==> config.mk <==
export PLATFORM = sky130hd
export DESIGN_NAME = fuzzy_name_match_scorer
export DESIGN_NICKNAME = d
export VERILOG_FILES = /design/src/rtl/fnms_pkg.sv /design/src/rtl/fnms_cell.sv /design/src/rtl/fuzzy_name_match_scorer.sv
export SDC_FILE = /design/constraint.sdc
export NUM_CORES = 1
export LEC_CHECK = 0
export BUFFER_PORTS_ARGS = -buffer_cell sky130_fd_sc_hd__clkbuf_2
export CORE_MARGIN = 1
export CORE_UTILIZATION = 40
export CTS_CLUSTER_DIAMETER = 100
export CTS_CLUSTER_SIZE = 28
export DETAILED_ROUTE_END_ITERATION = 6
export PLACE_DENSITY = 0.67
export SLEW_MARGIN = 20
export SYNTH_ARGS = -nofsm -noshare
export SYNTH_HDL_FRONTEND = slang
export SYNTH_SLANG_ARGS = --single-unit
export TNS_END_PERCENT = 20
==> constraint.sdc <==
create_clock -name clk -period 7.2 [get_ports clk]
set_input_delay 1.44 -clock clk [delete_from_list [all_inputs] [get_ports clk]]
set_output_delay 1.44 -clock clk [all_outputs]
set_load 0.03 [all_outputs]
==> src/rtl/fnms_pkg.sv <==
// Shared types, constants and helpers for the fuzzy name match scorer.
package fnms_pkg;

	// Default sizing handed to the top level
	localparam int QueryMaxDefault   = 16;
	localparam int NameMaxLenDefault = 511;

	// Query register layout: two 64-bit words, eight bytes each
	localparam int QuerySlots = 16;
	localparam int CountW     = 5;
	localparam int BonusW     = 8;
	localparam int ScoreW     = 17;
	localparam int IndexW     = 20;
	localparam int CfgIndexW  = 2;

	// Score constants
	localparam logic [8:0] ScoreExact    = 9'd300;
	localparam logic [8:0] ScoreInitials = 9'd200;
	localparam logic [8:0] ScoreFuzzy    = 9'd100;
	localparam logic [BonusW-1:0] AdjStep = 8'd10;

	// Word separators
	localparam logic [7:0] SepSpace = 8'h20;
	localparam logic [7:0] SepDash  = 8'h2d;
	localparam logic [7:0] SepUnder = 8'h5f;

	// Configuration register indexes
	localparam logic [CfgIndexW-1:0] RegQueryLow  = 2'd0;
	localparam logic [CfgIndexW-1:0] RegQueryHigh = 2'd1;
	localparam logic [CfgIndexW-1:0] RegQueryLen  = 2'd2;

	typedef enum logic [1:0] {
		KIND_NONE     = 2'd0,
		KIND_EXACT    = 2'd1,
		KIND_INITIALS = 2'd2,
		KIND_FUZZY    = 2'd3
	} match_kind_t;

	typedef struct packed {
		logic [7:0]  name_char;
		logic        last_char;
		logic [15:0] freq_bonus;
	} char_item_t;

	typedef struct packed {
		logic [ScoreW-1:0] match_score;
		logic [1:0]        match_kind;
		logic [IndexW-1:0] name_index;
	} score_item_t;

	// Per-cycle control shared by every cell of the chain
	typedef struct packed {
		logic take;
		logic clear;
	} cell_ctrl_t;

	// Fold ASCII upper case to lower case
	function automatic logic [7:0] fold(input logic [7:0] c);
		logic upper;
		upper = (c >= 8'h41) && (c <= 8'h5a);
		return upper ? (c + 8'd32) : c;
	endfunction

endpackage

==> src/rtl/fnms_cell.sv <==
// One cell of the substring chain: tracks a partial query match ending here.
module fnms_cell (
	input  logic                clk,
	input  logic                arst_n,
	input  fnms_pkg::cell_ctrl_t ctrl,
	input  logic [7:0]          name_char,
	input  logic [7:0]          query_char,
	input  logic                left_match,
	output logic                match,
	output logic                hit
);
	import fnms_pkg::*;

	logic match_q;

	// Extend the neighbour's prefix match by the current character
	assign hit   = left_match && (name_char == query_char);
	assign match = match_q;

	// Hold the prefix flag, clear it at the end of each name
	always_ff @(posedge clk or negedge arst_n) begin
		if (!arst_n) begin
			match_q <= 1'b0;
		end else if (ctrl.clear) begin
			match_q <= 1'b0;
		end else if (ctrl.take) begin
			match_q <= hit;
		end
	end

endmodule

==> src/rtl/fuzzy_name_match_scorer.sv <==
// Latency: the score register loads at the edge that takes a name's last character.
// Throughput: one name character per cycle; the chain of QUERY_MAX cells and the
// initials and subsequence counters all update in the cycle a character is taken.
// A full score register whose transfer is stalled holds off the next character.
// Reset clears the query to zero with length one, all per-name state and the name count.
module fuzzy_name_match_scorer #(
	parameter int QUERY_MAX    = fnms_pkg::QueryMaxDefault,
	parameter int NAME_MAX_LEN = fnms_pkg::NameMaxLenDefault
) (
	input  logic                             clk,
	input  logic                             arst_n,
	input  logic                             char_valid,
	output logic                             char_stall,
	input  fnms_pkg::char_item_t             char_data,
	output logic                             score_valid,
	input  logic                             score_stall,
	output fnms_pkg::score_item_t            score_data,
	input  logic                             cfg_valid,
	output logic                             cfg_ready,
	input  logic [fnms_pkg::CfgIndexW-1:0]   cfg_index,
	input  logic [63:0]                      cfg_data
);
	import fnms_pkg::*;

	localparam int PosW = $clog2(NAME_MAX_LEN + 1);

	// Configuration registers
	logic [63:0]       query_low_q;
	logic [63:0]       query_high_q;
	logic [CountW-1:0] query_len_q;

	// Per-name state
	logic [PosW-1:0]   char_pos_q;
	logic              exact_found_q;
	logic [CountW-1:0] initials_q;
	logic              after_sep_q;
	logic [CountW-1:0] fuzzy_q;
	logic              prev_match_q;
	logic [BonusW-1:0] adj_bonus_q;
	logic [IndexW-1:0] names_seen_q;

	// Output register
	logic              score_valid_q;
	score_item_t       score_data_q;

	logic              accept;
	logic              take;
	logic [7:0]        c;
	logic [CountW-1:0] eff_len;
	logic [7:0]        query_fold [QuerySlots];
	cell_ctrl_t        ctrl;
	logic [QUERY_MAX-1:0] cell_match;
	logic [QUERY_MAX-1:0] cell_hit;
	logic              exact_hit;

	logic              exact_nxt;
	logic [CountW-1:0] initials_nxt;
	logic              after_sep_nxt;
	logic [CountW-1:0] fuzzy_nxt;
	logic              prev_match_nxt;
	logic [BonusW-1:0] adj_bonus_nxt;
	logic              is_sep;
	logic [7:0]        init_q_char;
	logic [7:0]        fuzzy_q_char;

	logic [8:0]        base_score;
	logic [1:0]        kind;
	logic [ScoreW-1:0] final_score;

	// Handshakes
	assign cfg_ready  = 1'b1;
	assign char_stall = score_valid_q && score_stall;
	assign accept     = char_valid && !char_stall;
	assign take       = accept && (char_pos_q < PosW'(NAME_MAX_LEN));
	assign c          = fold(char_data.name_char);

	// Write configuration registers
	always_ff @(posedge clk or negedge arst_n) begin
		if (!arst_n) begin
			query_low_q  <= '0;
			query_high_q <= '0;
			query_len_q  <= CountW'(1);
		end else if (cfg_valid && cfg_ready) begin
			case (cfg_index)
				RegQueryLow:  query_low_q  <= cfg_data;
				RegQueryHigh: query_high_q <= cfg_data;
				RegQueryLen:  query_len_q  <= cfg_data[CountW-1:0];
				default: ;
			endcase
		end
	end

	// Clamp the query length into one to QUERY_MAX
	always_comb begin
		if (query_len_q == '0) begin
			eff_len = CountW'(1);
		end else if (query_len_q > CountW'(QUERY_MAX)) begin
			eff_len = CountW'(QUERY_MAX);
		end else begin
			eff_len = query_len_q;
		end
	end

	// Fold query bytes
	always_comb begin
		for (int i = 0; i < QuerySlots / 2; i++) begin
			query_fold[i]                  = fold(query_low_q[8*i +: 8]);
			query_fold[i + QuerySlots / 2] = fold(query_high_q[8*i +: 8]);
		end
	end

	assign ctrl.take  = take;
	assign ctrl.clear = accept && char_data.last_char;

	// Substring chain: cell k flags a match of query bytes 0..k ending at this character
	for (genvar k = 0; k < QUERY_MAX; k++) begin : g_cell
		logic left;
		if (k == 0) begin : g_head
			assign left = 1'b1;
		end else begin : g_link
			assign left = cell_match[k-1];
		end
		fnms_cell u_cell (
			.clk        (clk),
			.arst_n     (arst_n),
			.ctrl       (ctrl),
			.name_char  (c),
			.query_char (query_fold[k]),
			.left_match (left),
			.match      (cell_match[k]),
			.hit        (cell_hit[k])
		);
	end

	// Pick the cell at the query's last position
	always_comb begin
		exact_hit = 1'b0;
		for (int k = 0; k < QUERY_MAX; k++) begin
			if (eff_len == CountW'(k + 1)) begin
				exact_hit = cell_hit[k];
			end
		end
	end

	assign exact_nxt    = exact_found_q || (take && exact_hit);
	assign is_sep       = (c == SepSpace) || (c == SepDash) || (c == SepUnder);
	assign init_q_char  = query_fold[initials_q[3:0]];
	assign fuzzy_q_char = query_fold[fuzzy_q[3:0]];

	// Advance the word-initials matcher
	always_comb begin
		initials_nxt  = initials_q;
		after_sep_nxt = after_sep_q;
		if (take && (initials_q < eff_len)) begin
			if (is_sep) begin
				after_sep_nxt = 1'b1;
			end else if (after_sep_q) begin
				if (c == init_q_char) begin
					initials_nxt = initials_q + CountW'(1);
				end
				after_sep_nxt = 1'b0;
			end
		end
	end

	// Advance the subsequence matcher and its adjacency bonus
	always_comb begin
		fuzzy_nxt      = fuzzy_q;
		prev_match_nxt = prev_match_q;
		adj_bonus_nxt  = adj_bonus_q;
		if (take && (fuzzy_q < eff_len)) begin
			if (c == fuzzy_q_char) begin
				if (prev_match_q) begin
					adj_bonus_nxt = adj_bonus_q + AdjStep;
				end
				fuzzy_nxt      = fuzzy_q + CountW'(1);
				prev_match_nxt = 1'b1;
			end else begin
				prev_match_nxt = 1'b0;
			end
		end
	end

	// Rank the matchers and add the bonus to a nonzero score
	always_comb begin
		if (exact_nxt) begin
			base_score = ScoreExact;
			kind       = KIND_EXACT;
		end else if (initials_nxt >= eff_len) begin
			base_score = ScoreInitials;
			kind       = KIND_INITIALS;
		end else if (fuzzy_nxt >= eff_len) begin
			base_score = ScoreFuzzy + 9'(adj_bonus_nxt);
			kind       = KIND_FUZZY;
		end else begin
			base_score = '0;
			kind       = KIND_NONE;
		end
		if (kind == KIND_NONE) begin
			final_score = '0;
		end else begin
			final_score = ScoreW'(base_score) + ScoreW'(char_data.freq_bonus);
		end
	end

	// Update per-name state, clear it after the last character
	always_ff @(posedge clk or negedge arst_n) begin
		if (!arst_n) begin
			char_pos_q    <= '0;
			exact_found_q <= 1'b0;
			initials_q    <= '0;
			after_sep_q   <= 1'b1;
			fuzzy_q       <= '0;
			prev_match_q  <= 1'b1;
			adj_bonus_q   <= '0;
			names_seen_q  <= '0;
		end else if (accept) begin
			if (char_data.last_char) begin
				char_pos_q    <= '0;
				exact_found_q <= 1'b0;
				initials_q    <= '0;
				after_sep_q   <= 1'b1;
				fuzzy_q       <= '0;
				prev_match_q  <= 1'b1;
				adj_bonus_q   <= '0;
				names_seen_q  <= names_seen_q + IndexW'(1);
			end else begin
				if (take) begin
					char_pos_q <= char_pos_q + PosW'(1);
				end
				exact_found_q <= exact_nxt;
				initials_q    <= initials_nxt;
				after_sep_q   <= after_sep_nxt;
				fuzzy_q       <= fuzzy_nxt;
				prev_match_q  <= prev_match_nxt;
				adj_bonus_q   <= adj_bonus_nxt;
			end
		end
	end

	// Load the score register on a name's last character, drop it once transferred
	always_ff @(posedge clk or negedge arst_n) begin
		if (!arst_n) begin
			score_valid_q <= 1'b0;
		end else if (accept && char_data.last_char) begin
			score_valid_q <= 1'b1;
		end else if (!score_stall) begin
			score_valid_q <= 1'b0;
		end
	end

	always_ff @(posedge clk) begin
		if (accept && char_data.last_char) begin
			score_data_q.match_score <= final_score;
			score_data_q.match_kind  <= kind;
			score_data_q.name_index  <= names_seen_q;
		end
	end

	assign score_valid = score_valid_q;
	assign score_data  = score_data_q;

endmodule

* Word level (Yosys, flattened, before mapping)
Index checks and enable logic that the tools add are counted.
Word-level totals: register bits 238, logic and storage cells 295, input bits 96
Cells by class: bitwise operators 2, equality and inequality tests 40, add/subtract/negate cells 24, muxes and demuxes 100, magnitude comparators 42, reductions and logical operators 57
Operator list (count):
- two-way mux 8 bit | 25
- == test 8 bit | 18
- adder 8 x 6 -> 8 bit (second input constant) | 17
- >= comparator 8 x 7 -> 1 bit (second input constant) | 17
- <= comparator 8 x 7 -> 1 bit (second input constant) | 17
- binary-select mux 8 bit (select 4 bit) | 2
- two-way mux 1 bit | 55
- two-way mux 5 bit | 10
- two-way mux 9 bit | 5
- == test 5 x 4 -> 1 bit (second input constant) | 8
- logical AND 1 bit | 39
- adder 20 x 1 -> 20 bit (second input constant) | 1
- == test 5 x 3 -> 1 bit (second input constant) | 4
- adder 9 x 16 -> 17 bit | 1
- == test 8 x 6 -> 1 bit (second input constant) | 2
- AND reduction 2 bit | 7
- adder 5 x 1 -> 5 bit (second input constant) | 2
- == test 5 x 2 -> 1 bit (second input constant) | 2
- >= comparator 5 bit | 2
- >= comparator 5 bit (second input constant) | 2
- less-than comparator 5 bit | 2
- inverter 4 -> 5 bit | 2
- adder 7 x 8 -> 9 bit (first input constant) | 1
- adder 9 x 1 -> 9 bit (second input constant) | 1
- other kinds (15) | 23

* Longest topological paths before layout
word-level depth 24, mapped depth 34, depth with buffers taken out 32

* By module
Synthesis repeated with hierarchy kept, for this count alone.
Second synthesis, totals: cells, all modules 1596, area, all modules 16604.7 µm²
By module, submodules not included:
- fuzzy_name_match_scorer | seq. area each 5754.3 µm², cells an instance 1308, area each 14322.5 µm², instances 1
- fnms_cell | seq. area each 25.0 µm², cells an instance 18, area each 142.6 µm², instances 16

* Worst setup path before layout
Ideal clock, no wire load.
path kind input to register, start input port char_data[17] (netlist bit), end register score_data_q, in the netlist score_data[35] (data pin), data required time 6.934 ns, slack -0.322 ns, stages on the path 32, data arrival time 7.257 ns, cells stage by stage clkbuf_1 or3_1 o32ai_1 o21ai_1 clkbuf_1 buf_1 o41ai_1 nor2_1 mux2i_1 or3_1 clkbuf_1 xnor2_1 ha_1 nand2b_1 a21oi_1 nor2b_1 o21ai_0 nand2b_1 a21oi_1 nand2_1 o21ai_0 ha_1 a21oi_1 o21bai_1 a21oi_1 o21bai_1 a21oi_1 o21bai_1 a21oi_1 nand3b_1 xor2_1 nor2_1
On the way: longest elaborated chain between the ends 24, elaborated cells on any way between the ends 80, classes of those cells 3 x add/sub; 4 x order compare; 21 x eq/ne; 31 x mux; 21 x reduce/logical
Ends and longest elaborated chain:
- start, declared | RTL line fuzzy_name_match_scorer.sv:14 | input fnms_pkg::char_item_t char_data,
- >= comparator 8 x 7 -> 1 bit / <= comparator 8 x 7 -> 1 bit (equally long branches) | RTL line fnms_pkg.sv:60 | upper = (c >= 8'h41) && (c <= 8'h5a);
- logical AND 1 bit | RTL line fnms_pkg.sv:60
- two-way mux 8 bit * | RTL line fnms_pkg.sv:61 | return upper ? (c + 8'd32) : c;
- == test 8 bit | RTL line fnms_cell.sv:17 | assign hit = left_match && (name_char == query_char);
- two-way mux 1 bit / logical AND 1 bit (equally long branches) | RTL line fuzzy_name_match_scorer.sv:139, fnms_cell.sv:17
- two-way mux 1 bit (15 in a row) | RTL line fuzzy_name_match_scorer.sv:139 | if (eff_len == CountW'(k + 1)) begin
- logical AND 1 bit | RTL line fuzzy_name_match_scorer.sv:145 | assign exact_nxt = exact_found_q || (take && exact_hit);
- logical OR 1 bit | RTL line fuzzy_name_match_scorer.sv:145
- two-way mux 9 bit / two-way mux 2 bit (equally long branches) | RTL line fuzzy_name_match_scorer.sv:186 | if (exact_nxt) begin
- adder 9 x 16 -> 17 bit / logical NOT 2 bit (equally long branches) | RTL line fuzzy_name_match_scorer.sv:202, fuzzy_name_match_scorer.sv:199
- end, declared | RTL line fuzzy_name_match_scorer.sv:44 | score_item_t score_data_q;
Every way passes the cells marked *; elsewhere a longest branch is shown, timed or not. A chain may end at the register's enable or synchronous reset.

* Worst setup path in the final report
start register fuzzy_q[0], end register score_data_q, in the netlist score_data[36] (data pin)
On the way: longest elaborated chain between the ends 12, elaborated cells on any way between the ends 22, classes of those cells 3 x add/sub; 2 x order compare; 1 x eq/ne; 13 x mux; 1 x bitwise; 2 x reduce/logical
Ends and longest elaborated chain:
- start, declared | RTL line fuzzy_name_match_scorer.sv:37 | logic [CountW-1:0] fuzzy_q;
- start signal, assigned | RTL line fuzzy_name_match_scorer.sv:234 | fuzzy_q <= fuzzy_nxt;
- inverter 4 -> 5 bit (implied by the code) | RTL line fuzzy_name_match_scorer.sv:148 | assign fuzzy_q_char = query_fold[fuzzy_q[3:0]];
- binary-select mux 8 bit (select 4 bit) | RTL line fuzzy_name_match_scorer.sv:148
- two-way mux 8 bit (implied by the code) (2 in a row) | RTL line fuzzy_name_match_scorer.sv:148
- == test 8 bit | RTL line fuzzy_name_match_scorer.sv:172 | if (c == fuzzy_q_char) begin
- two-way mux 8 bit / two-way mux 5 bit (equally long branches) | RTL line fuzzy_name_match_scorer.sv:172
- two-way mux 8 bit / two-way mux 5 bit (equally long branches) | RTL line fuzzy_name_match_scorer.sv:171 | if (take && (fuzzy_q < eff_len)) begin
- adder 7 x 8 -> 9 bit / >= comparator 5 bit (equally long branches) | RTL line fuzzy_name_match_scorer.sv:193, fuzzy_name_match_scorer.sv:192
- two-way mux 9 bit / two-way mux 2 bit (equally long branches) | RTL line fuzzy_name_match_scorer.sv:192 | end else if (fuzzy_nxt >= eff_len) begin
- two-way mux 9 bit / two-way mux 2 bit (equally long branches) | RTL line fuzzy_name_match_scorer.sv:189 | end else if (initials_nxt >= eff_len) begin
- two-way mux 9 bit / two-way mux 2 bit (equally long branches) | RTL line fuzzy_name_match_scorer.sv:186
- adder 9 x 16 -> 17 bit / logical NOT 2 bit (equally long branches) | RTL line fuzzy_name_match_scorer.sv:202, fuzzy_name_match_scorer.sv:199
Parallel ways exist; a longest one is shown, timed or not. The select of a mux whose other input is x is not followed.

==> key figures <==
Logic synthesis
  • Fraction of the yosys area taken by sequential cells: 38.7%
  • Share of flip-flops with an asynchronous set or reset after synthesis: 83.5%
  • Leading area contributor after synthesis: sky130_fd_sc_hd__dfrtp_1
  • Top cells by count, synth: 195 x sky130_fd_sc_hd__dfrtp_1, 127 x sky130_fd_sc_hd__mux2_2, 113 x sky130_fd_sc_hd__xnor2_1
  • Synthesized instance count: around 1500
  • Number of register bits inferred by synthesis: 237
  • Main synth FF type: sky130_fd_sc_hd__dfrtp_1
  • Synth unique cells: 78
  • Nets in the synthesized netlist: 1629
  • Biggest area contributors in the synthesized netlist: sky130_fd_sc_hd__dfrtp_1 31%, sky130_fd_sc_hd__mux2_2 9.0%, sky130_fd_sc_hd__mux4_2 7.5%
  • Syn Std Cell Area: 15900 sq um
  • Count of flip-flops with a built-in enable after synthesis: 39
  • Most frequent cell after synthesis: sky130_fd_sc_hd__dfrtp_1
  • Per-instance average area after synthesis: 10.7 sq um
  • Top-area cell type share of the netlist area: 30.8%
  • Number of warning messages in the yosys log: 0

Global route
  • Remaining global-route overflow: 0
  • Global Route met3 Usage: 2.86%
  • First-pass GRT wire length: about 76 mm
  • Antenna violations before repair: 0
  • Maximum number of pins on one net before global-route repair: about 110
  • Number of global-route vias before repair: around 13000
  • Most Used Layer, Global Route: met2
  • Met1 Track Usage GR: between 30% and 40%
  • Met2 Use GR: 40.5%
  • Total Routing Usage GR: 24.2%

Routing
  • Total number of vias: 12823
  • Overall routed net length: 49.3 mm
  • Routed wire length per instance: roughly 23 microns
  • Number of nets with antenna violations after routing: 0
  • Routed vias/inst: ~5.9
  • Detailed-routing iteration count for the pre-antenna-repair pass: 5
  • Detailed router's first-iteration violation count: 1098
  • Remaining routing DRC violations: 0

CTS
  • Buffer type at the clock tree root: sky130_fd_sc_hd__clkbuf_16
  • Skew-Pair Late Insertion Delay: ~500 ps
  • CTS clk-pin slew, worst paths: 110 ps
  • TritonCTS clock tree: done
  • Max Root-Sink Buffers: 3
  • Number of H-tree levels: 1
  • Number of clock buffers inserted by TritonCTS: 13
  • Clock sink total: 237

Critical path
  • Nature of the critical path endpoint: flop
  • Crit path arrival time: 7030 ps
  • Delay-heaviest family, CP: compound AO/OA/AOI/OAI gates
  • Classification of the worst setup path: reg2reg
  • Nature of the critical path startpoint: flop
  • Worst Path Max Fanout: 9
  • Crit-path slowest cell: sky130_fd_sc_hd__mux4_1
  • CP Buf/Inv Count: 2
  • CP peak stage delay: 590 ps
  • Data required time of the critical path: 7450 ps

Die
  • Initial core utilization: 40.8%
  • Cell row count: 72
  • Height of the die: 201 microns
  • I/O pin count: between 100 and 150
  • Die Width: between 200 and 250 microns
  • Total Die Area: between 40000 and 50000 sq um
  • Standard cell core area: 38800 sq um

Final layout
  • Number of filler cells placed in the layout: 3634
  • Layout Cells excl Fill: 2164
  • Fraction of layout instances using a drive strength above 1: 27.6%
  • Final instance area: 18000 sq um
  • Post-layout net count: roughly 1800
  • Total inserted antenna cells: 0
  • Area growth from synthesis to final layout: 13.9%

Timing
  • Unrepaired setup endpoints after global routing: false
  • Maximum clock rate: 0.147 GHz
  • Fin crit share: between 90% and 100%
  • Remaining max-slew budget at the tightest pin: 36.1%
  • Worst-Margin Slew: about 960 ps
  • Final hold violations: 0
  • Clock tree skew after final layout: 16.8 ps
  • Slew Viols, Final: 0
  • Clock period minus final worst setup slack: ~6800 ps
  • Final-report setup violation count: 0

Power and ir drop
  • Portion of total power attributed to sequential cells: between 40% and 50%
  • Clock network fraction of design power: 20.4%
  • Cell internal power dissipation: approximately 2.7 mW
  • Sw Ratio: 36.9%
  • Logic pwr share: a little over a third
  • Leakage power of the design: 7.35 nW
  • VDD IR max: about 0.21 mV
  • Net switching power: 1.56 mW
  • Cell area power density: roughly 230 nW/um^2

Placement
  • Final RePlAce weighted congestion: 1.01
  • Half-perimeter wire length after placement: 37.7 mm
  • Area post-placement: about 18000 sq um
  • Number of buffers inserted by port buffering: between 100 and 150
  • DP Cell Count: 2142

Hold path
  • Worst hold path class: reg2reg

Run status
  • Run status: complete, no violations

Flow run
  • Max-Cap Viols: 0
-- cell type report --
type / count / area (sq um) / share of cell area (%)
repair buffers: 213 / 1330 / 7.34
flip-flops and latches: 237 / 6130 / 34.0
inverters: 47 / 176 / 0.978
clock buffers: 14 / 339 / 1.88
well taps: 518 / 648 / 3.59
multi-input cells: 1129 / 9350 / 51.8
clock inverters: 6 / 76.3 / 0.423
-- per-stage QoR --
step           util (%)  hold slack [ps]  power [mW]  setup WS [ps]  setup TNS [ps]
6_report           46.5              467        4.23            418               0
3_5_place_dp       45.1              445        3.36          -81.7            -239
5_1_grt            46.5              485        4.45           18.6               0
2_1_floorplan         -              425        2.81           10.7               0
4_1_cts            46.2              470        4.23           55.2               0
3_3_place_gp       45.1              439        3.31           66.8               0
-- power groups by stage --
| stage | clock [mW] | sequential, mW | combinational, mW |
|---|---|---|---|
| global route | 0.929 | 1.90 | 1.62 |
| global placement | 0 | 1.88 | 1.43 |
| CTS | 0.897 | 1.86 | 1.47 |
| finish | 0.861 | 1.87 | 1.50 |
| floorplan | 0 | 1.81 | 0.998 |
| detailed placement | 0 | 1.89 | 1.46 |
-- metal layers --
metal | wire length, microns | part of all wire (%) | up-vias
met5 | 0 | 0 | -
met4 | 2010 | 4.1 | 0
met3 | 3200 | 6.5 | 112
met2 | 23500 | 48 | 545
met1 | 20600 | 42 | 6337
li1 | - | - | 5829
-- path summary, 6_finish.rpt --
| check | slack, ps | to | cells past startpoint | from |
|---|---|---|---|---|
| max | 420 | score_data[36]$_SDFFCE_PN0P_ | 30 | fuzzy_q[0]$_DFFE_PN0P_ |
| min | 470 | score_data[9]$_DFFE_PP_ | 0 | names_seen_q[9]$_DFFE_PN0P_ |
| max reg2reg | 420 | score_data[36]$_SDFFCE_PN0P_ | 30 | fuzzy_q[0]$_DFFE_PN0P_ |
| min reg2reg | 470 | score_data[9]$_DFFE_PP_ | 0 | names_seen_q[9]$_DFFE_PN0P_ |
| max in group asynchronous | 4710 | query_high_q[60]$_DFFE_PN0P_ | 2 | arst_n |
| min in group asynchronous | 1040 | query_low_q[10]$_DFFE_PN0P_ | 1 | arst_n |
-- kinds of logic (layout without fill, tap and decap cells) --
family / count (synthesis) / in the layout / share of synthesized area, %
adder cells (fa/ha/maj): 51 / 51 / 4.07
flip-flops: 237 / 237 / 38.7
buffers and inverters: 116 / 280 / 3.01
AND/OR/NAND/NOR: 413 / 413 / 13.0
XOR/XNOR: 199 / 199 / 11.0
AO/OA/AOI/OAI: 266 / 266 / 11.8
multiplexers: 198 / 198 / 18.4
other: 2 / 2 / 0.0474
-- registers in the layout, indices dropped and copies added (netlist names) --
name	count
after_sep_q	1
query_low_q	64
score_valid	1
adj_bonus_q	7
g_cell.u_cell.match	15
query_len_q	5
names_seen_q	20
exact_found_q	1
score_data	39
initials_q	5
fuzzy_q	5
char_pos_q	9
prev_match_q	1
query_high_q	64
-- layout by cell type (no fill, tap or decap), types with 16 or more instances in the layout --
master,count
sky130_fd_sc_hd__o21ai_0,45
sky130_fd_sc_hd__nor2_1,87
sky130_fd_sc_hd__nor2b_1,16
sky130_fd_sc_hd__ha_1,50
sky130_fd_sc_hd__xnor2_1,113
sky130_fd_sc_hd__nand3_1,49
sky130_fd_sc_hd__mux2_2,127
sky130_fd_sc_hd__clkbuf_2,135
sky130_fd_sc_hd__buf_4,72
sky130_fd_sc_hd__inv_1,42
sky130_fd_sc_hd__nand2_1,101
sky130_fd_sc_hd__nor3_1,32
sky130_fd_sc_hd__o21bai_1,17
sky130_fd_sc_hd__edfxtp_1,39
sky130_fd_sc_hd__xor2_1,86
sky130_fd_sc_hd__dfrtp_1,193
sky130_fd_sc_hd__nand4_1,22
sky130_fd_sc_hd__mux4_2,53
sky130_fd_sc_hd__nor4_1,21
sky130_fd_sc_hd__a21oi_1,40
-- what timing repair did --
action                     4_1_cts  5_1_grt
setup endpoints to repair        0        9
setup buffers                    0        2
hold buffers                     0        0
gates resized for setup          0       16
(Power assumes the default switching activity.)
